==> config.mk <==
export PLATFORM = sky130hd
export DESIGN_NAME = vhfc_emit
export DESIGN_NICKNAME = d
export VERILOG_FILES = /design/src/rtl/vhfc_pkg.sv /design/src/rtl/vhfc_emit.sv
export SDC_FILE = /design/constraint.sdc
export NUM_CORES = 1
export LEC_CHECK = 0
export BUFFER_PORTS_ARGS = -buffer_cell sky130_fd_sc_hd__buf_2
export CAP_MARGIN = 20
export CORE_UTILIZATION = 30
export DETAILED_ROUTE_END_ITERATION = 8
export GPL_ROUTABILITY_DRIVEN = 0
export GPL_TIMING_DRIVEN = 0
export PLACE_DENSITY = 0.63
export SLEW_MARGIN = 20
export SYNTH_ARGS = -nofsm -noshare
export SYNTH_HDL_FRONTEND = slang
export SYNTH_SLANG_ARGS = --single-unit
==> constraint.sdc <==
create_clock -name clk -period 10.79 [get_ports clk]
set_input_delay 1.079 -clock clk [delete_from_list [all_inputs] [get_ports clk]]
set_output_delay 1.079 -clock clk [all_outputs]
set_load 0.01 [all_outputs]
==> src/rtl/vhfc_pkg.sv <==
// ----------------------------------------------------------------------------
// vhfc_pkg: shared definitions for the voxel heightmap face culler
// Field widths, register and action codes, face codes, the job record passed
// from the fetch sequencer to the face emitter, and the color band function.
// ----------------------------------------------------------------------------
package vhfc_pkg;

  localparam int COL_W    = 6;
  localparam int LEVEL_W  = 6;
  localparam int HEIGHT_W = 7;
  localparam int ORIGIN_W = 21;
  localparam int WORLD_W  = 22;
  localparam int SIZE_W   = 7;
  localparam int SIDE_W   = 3;
  localparam int BAND_W   = 3;
  localparam int NUM_FACES = 6;
  localparam int CFG_IDX_W = 3;
  localparam int CFG_DATA_W = ORIGIN_W;

  localparam logic [HEIGHT_W-1:0] RESET_HEIGHT = 7'd1;
  localparam logic [SIZE_W-1:0]   RESET_SIZE   = 7'd16;

  // Register indexes on the configuration channel.
  localparam logic [CFG_IDX_W-1:0] CFG_ORIGIN_X = 3'd0;
  localparam logic [CFG_IDX_W-1:0] CFG_ORIGIN_Z = 3'd1;
  localparam logic [CFG_IDX_W-1:0] CFG_SIZE_X   = 3'd2;
  localparam logic [CFG_IDX_W-1:0] CFG_SIZE_Z   = 3'd3;

  // Action codes of an input word.
  localparam logic ACT_LOAD = 1'b0;
  localparam logic ACT_CULL = 1'b1;

  // Face codes, also the bit positions in a visibility mask.
  localparam logic [SIDE_W-1:0] FACE_POS_X = 3'd0;
  localparam logic [SIDE_W-1:0] FACE_NEG_X = 3'd1;
  localparam logic [SIDE_W-1:0] FACE_POS_Y = 3'd2;
  localparam logic [SIDE_W-1:0] FACE_NEG_Y = 3'd3;
  localparam logic [SIDE_W-1:0] FACE_POS_Z = 3'd4;
  localparam logic [SIDE_W-1:0] FACE_NEG_Z = 3'd5;

  localparam logic [BAND_W-1:0] TOP_BAND = 3'd6;
  // y/3 for y below 128 equals (y*43)>>7.
  localparam int BandRecip = 43;
  localparam int BandShift = 7;

  typedef struct packed {
    logic [NUM_FACES-1:0] mask;
    logic [BAND_W-1:0]    band;
    logic [WORLD_W-1:0]   world_x;
    logic [LEVEL_W-1:0]   world_y;
    logic [WORLD_W-1:0]   world_z;
  } face_job_t;

  function automatic logic [BAND_W-1:0] band_of(input logic [LEVEL_W-1:0] y);
    logic [LEVEL_W+BandShift-1:0] prod;
    logic [LEVEL_W-1:0]           third;
    prod  = {7'b0, y} * 13'(BandRecip);
    third = prod[BandShift +: LEVEL_W];
    if (third > {3'b0, TOP_BAND}) begin
      return TOP_BAND;
    end
    return third[BAND_W-1:0];
  endfunction

endpackage

==> src/rtl/vhfc_emit.sv <==
// ----------------------------------------------------------------------------
// vhfc_emit: face emitter
// Holds one face job and sends one result word per set mask bit, lowest face
// code first, marking the last one.
// ----------------------------------------------------------------------------
module vhfc_emit (
  input  logic                          clk,
  input  logic                          rst_n,
  input  logic                          job_valid,
  output logic                          job_ready,
  input  vhfc_pkg::face_job_t           job,
  output logic                          out_valid,
  input  logic                          out_ready,
  output logic [vhfc_pkg::SIDE_W-1:0]   out_side,
  output logic [vhfc_pkg::BAND_W-1:0]   out_band,
  output logic [vhfc_pkg::WORLD_W-1:0]  out_world_x,
  output logic [vhfc_pkg::LEVEL_W-1:0]  out_world_y,
  output logic [vhfc_pkg::WORLD_W-1:0]  out_world_z,
  output logic                          out_last
);

  logic                           busy_r, busy_nxt;
  logic [vhfc_pkg::NUM_FACES-1:0] mask_r, mask_nxt, lowest;
  vhfc_pkg::face_job_t            job_r;
  logic                           out_fire;

  assign lowest = mask_r & (~mask_r + 6'd1);

  always_comb begin
    out_side = '0;
    for (int i = vhfc_pkg::NUM_FACES - 1; i >= 0; i--) begin
      if (mask_r[i]) begin
        out_side = vhfc_pkg::SIDE_W'(i);
      end
    end
  end

  assign out_valid   = busy_r;
  assign out_last    = (mask_r & (mask_r - 6'd1)) == '0;
  assign out_band    = job_r.band;
  assign out_world_x = job_r.world_x;
  assign out_world_y = job_r.world_y;
  assign out_world_z = job_r.world_z;

  assign out_fire  = busy_r && out_ready;
  assign job_ready = !busy_r || (out_fire && out_last);

  always_comb begin
    busy_nxt = busy_r;
    mask_nxt = mask_r;
    if (job_valid && job_ready) begin
      busy_nxt = 1'b1;
      mask_nxt = job.mask;
    end else if (out_fire) begin
      if (out_last) begin
        busy_nxt = 1'b0;
      end else begin
        mask_nxt = mask_r & ~lowest;
      end
    end
  end

  always_ff @(posedge clk) begin
    if (!rst_n) begin
      busy_r <= 1'b0;
    end else begin
      busy_r <= busy_nxt;
    end
  end

  always_ff @(posedge clk) begin
    mask_r <= mask_nxt;
    if (job_valid && job_ready) begin
      job_r <= job;
    end
  end

endmodule

# --- After elaboration in Yosys (flattened, before gate mapping) ---
# Index checks and enable logic that the tools add are counted.
totals:
  output_inout_bits: 59
  register_bits: 60
  elab_cells: 36
  input_bits: 63
classes:
  n_bitwise: 5
  reduce_logical: 10
  eq_ne: 1
  mux: 12
  n_addsub: 2
op_table:
  columns: ["operator", "count"]
  rows:
  - ["bitwise AND 6 bit", 3]
  - ["two-way mux 3 bit", 6]
  - ["two-way mux 6 bit", 3]
  - ["NOT 6 bit", 2]
  - ["adder 6 x 1 -> 6 bit, second input constant", 1]
  - ["logical NOT 6 bit", 1]
  - ["subtractor 6 x 1 -> 6 bit, second input constant", 1]
  - ["AND reduction 2 bit", 2]
  - ["nonzero test 2 bit", 2]
  - ["logical AND 1 bit", 3]
  - ["two-way mux 1 bit", 3]
  - ["inequality test 2 x 1 -> 1 bit, second input constant", 1]
  - ["logical NOT 1 bit", 1]
  - ["logical OR 1 bit", 1]

# --- Logic depth before layout (Yosys ltp) ---
logic_depth:
  word_depth: 8
  ltp_mapped: 4
  mapped_depth_nobuf: 4

# --- Least setup slack after synthesis ---
# OpenSTA, ideal clock, no wires.
synth_path:
  kind: "register to register"
  from: "register mask_r[3] in the netlist's numbering"
  to: "register job_r (netlist bit out_band[0]), enable pin"
  setup_time_ps: 464
  path_slack_ps: 6731
  stages_incl_launch_ff: 5
  arrival_time_ps: 3595
  n_path_buf: 0
  path_cell_list: "edfxtp_1 or4_4 o21a_1 a21boi_4 nor2_1"
synth_via:
  elab_chain_cells: 6
synth_lines:
  columns: ["element", "line_no", "text"]
  rows:
  - ["start: declaration", "vhfc_emit.sv:23", "logic [vhfc_pkg::NUM_FACES-1:0] mask_r, mask_nxt, lowest;"]
  - ["start signal: assignment", "vhfc_emit.sv:72", "mask_r <= mask_nxt;"]
  - ["subtractor 6 x 1 -> 6 bit", "vhfc_emit.sv:39", "assign out_last = (mask_r & (mask_r - 6'd1)) == '0;"]
  - ["bitwise AND 6 bit (*)", "vhfc_emit.sv:39", null]
  - ["logical NOT 6 bit (*)", "vhfc_emit.sv:39", null]
  - ["logical AND 1 bit (*)", "vhfc_emit.sv:46", "assign job_ready = !busy_r || (out_fire && out_last);"]
  - ["logical OR 1 bit (*)", "vhfc_emit.sv:46", null]
  - ["logical AND 1 bit (*)", "vhfc_emit.sv:73", "if (job_valid && job_ready) begin"]
  - ["end signal: assignment", "vhfc_emit.sv:74", "job_r <= job;"]
  - ["end: declaration", "vhfc_emit.sv:24", "vhfc_pkg::face_job_t job_r;"]
# Every way passes the cells marked *; elsewhere a longest branch is shown, timed or not.
# A chain may end at the register's enable or synchronous reset.

# --- Final worst setup path ---
layout_path:
  from: "register mask_r[0] in the netlist's numbering"
  to: "output job_ready"
layout_via:
  elab_chain_cells: 5
layout_lines:
  columns: ["element", "line_no", "text"]
  rows:
  - ["subtractor 6 x 1 -> 6 bit", "vhfc_emit.sv:39", null]
  - ["bitwise AND 6 bit (*)", "vhfc_emit.sv:39", null]
  - ["logical NOT 6 bit (*)", "vhfc_emit.sv:39", null]
  - ["logical AND 1 bit (*)", "vhfc_emit.sv:46", null]
  - ["logical OR 1 bit (*)", "vhfc_emit.sv:46", null]
  - ["end: declaration", "vhfc_emit.sv:10", "output logic job_ready,"]
# Marked as above.

==> out/summary.txt <==
vias in the first global route -> 1,364
hold path start -> mask_r[3]
Starting DRT DRC Count -> 78
post-layout util -> 46.3%
Syn Inst Count -> 105
Non-Filler Instances -> 321
Num CTS Buffers -> 9
Clock Sink Count -> 60
Die Wd -> 84.9 um
cell count after placement -> 304
clk slew on worst S/H paths -> 0.07 ns
Fmax -> 0.313 GHz
Slew Viols, Final -> 0
Yosys reg bits -> 60
Psw -> 0.144 mW
DR DRC count -> 20
first-pass GRT wire length -> 6610 um
Routed WL -> 4240 um
CP startpoint kind -> flop
WP data arrival -> 2.12 ns
failing checks -> DRC
IO buf count -> 121
final HPWL from detailed placement -> 3140 um
RR Startpoint -> mask_r[0]
Overall Global Routing Usage -> 12.4%
Die ar. -> 7200 sq um
clock buffer depth -> 2
drt pass-1 iters -> 6
IO Count -> 122
Std-Cell Rows -> 29
# H-tree levels -> 3
worst hold path depth -> 2
worst vdd ir -> 71.6 uV
Tightest Hold Check Type -> reg -> reg
WS Path Type -> reg -> out
hold_buf cts -> 0
PwrDens -> 198 nW/um^2
share of layout cells above drive strength 1 -> 59.7%
RSZ-0062 raised after global routing -> no
Tmin final -> 3.19 ns
Comb pwr share -> 13.7%
synth warn -> 0
final period utilization -> 29.6%
clock skew -> 0.00536 ns
CTS tree -> built
core area -> 6490 sq um
Netlist Area Pre-Place -> 2060 sq um
largest fanout on the critical path -> 8
GRT overflow -> 0
clk_lat worst skew -> 0.33 ns
Post-CTS Setup Bufs -> 0
antenna-violating nets left -> 0
average via count per standard cell -> 4.29
FF-to-FF End -> out_world_x[12]
Seq pwr share -> 50.0%
switching share of total power -> 24.2%
Pint -> 0.451 mW
Slew HR -> 50.3%
post-synth cell types -> 25
outcome -> finished with violations
post-synthesis sequential area ratio -> 87.0%
hold path endpoint -> mask_r[3]
Setup TNS -> 0 ns
clock group share of total power -> 36.3%
Post-synth top flop -> edfxtp_1
CP Data Required Time -> 9.71 ns
Resized Gates After CTS -> 0
Clock Root Buffer -> clkbuf_8
synthesized area per cell -> 19.6 sq um
R2R Setup Slk -> 8.05 ns
DR vias -> 1,377
Hold Vio Cnt, Final -> 0
largest net degree at the start of global routing -> 30
wire length per cell -> 13.2 um
final net count -> 301
Post-Synthesis Net Count -> 168
Final setup viols -> 0
max_cap viols -> 0
Async S/R FF share, synth -> 0%
Post-synth EDFFs -> 59
Area Overhead vs Synth -> 46.0%
Leakage -> 1.27 nW
element type at the critical path end -> primary output
Worst-Margin Slew -> 0.744 ns
r2r worst-path depth -> 5
initial antenna violation count -> 1
Die Height -> 84.9 um
Initial Util -> 31.7%
==> registers in the layout, summed over array words and instances, names as in the netlist <==
name / count
out_world_x: 22
out_world_z: 22
mask_r: 6
out_world_y: 6
out_band: 3
out_valid: 1
==> cell families (layout without fill, tap and decap cells) <==
group	after synthesis	in the layout	share of synthesized area, %
flip-flops	60	60	87.0
AND/OR/NAND/NOR	25	25	6.02
buffers and inverters	2	140	0.365
AO/OA/AOI/OAI	17	17	6.14
adder cells (fa/ha/maj)	1	1	0.486
other	0	1	0
==> stage by stage <==
stage,area [sq um],hold WS (ns),setup WS (ns),power [mW]
after global placement,2760,0.667,5.73,0.382
after CTS,3000,0.682,7.56,0.605
after floorplan,2060,0.616,6.73,0.344
after global routing,3000,0.738,7.45,0.624
final,3010,0.685,7.60,0.594
after detailed placement,2790,0.666,7.94,0.385
==> critical path, cell delays in order, from the launching register on <==
cell      delay (ns)
edfxtp_1        0.51
maj3_1          0.38
o21ai_0         0.46
a21boi_4        0.18
nor2_1          0.12
buf_2           0.13
==> cell usage after synthesis (all sizes together) (2+ instances only) <==
| library cell | number | area, sq um |
|---|---|---|
| a21oi | 3 | 18.8 |
| nand3 | 2 | 10.0 |
| nor2 | 9 | 33.8 |
| nand2 | 5 | 18.8 |
| or3 | 2 | 13.8 |
| o211ai | 2 | 15.0 |
| edfxtp | 59 | 1770 |
| o21ai | 6 | 30.0 |
| nand2b | 3 | 18.8 |
| inv | 2 | 7.51 |
==> power by group through the flow <==
stage                     sequential, mW  clock (mW)  combinational, mW
after CTS                          0.298       0.225             0.0828
after detailed placement           0.303           0             0.0826
after floorplan                    0.313           0             0.0311
final                              0.297       0.216             0.0813
after global placement             0.304           0             0.0779
after global routing               0.300       0.234             0.0899
==> placed cells by master, fill, tap and decap left out, types with 2 or more instances in the layout <==
master	count
nor2_1	8
nand2b_1	3
o21ai_0	5
edfxtp_1	59
clkbuf_8	9
nand3_1	2
o211ai_1	2
nand2_1	5
bufinv_16	2
buf_2	121
inv_1	2
a21oi_1	2
clkinv_2	3
==> cell type report <==
class,count,area (sq um)
Tap cell,77,96.3
Timing Repair Buffer,122,626
Clock buffer,9,124
Inverter,2,7.51
Antenna cell,1,2.50
Multi-Input combinational cell,43,268
Sequential cell,60,1790
Fill cell,612,3490
Clock inverter,7,91.3
==> worst max-delay path by stage <==
stage	start	to	slack, ns
detailed placement	mask_r[0]	job_ready	7.94
finish	mask_r[0]	job_ready	7.60
CTS	mask_r[0]	job_ready	7.56
global placement	mask_r[0]	out_world_z[13]	5.73
global route	mask_r[0]	job_ready	7.45
floorplan	mask_r[3]	out_band[0]	6.73
==> metal layers <==
layer	vias up	track usage (%)	wire (um)
met5	-	0	0
met2	72	20.1	2120
li1	676	-	-
met3	7	6.32	411
met4	0	5.08	48
met1	622	14.0	1670
No activity file was read; power rests on OpenSTA's default activity.
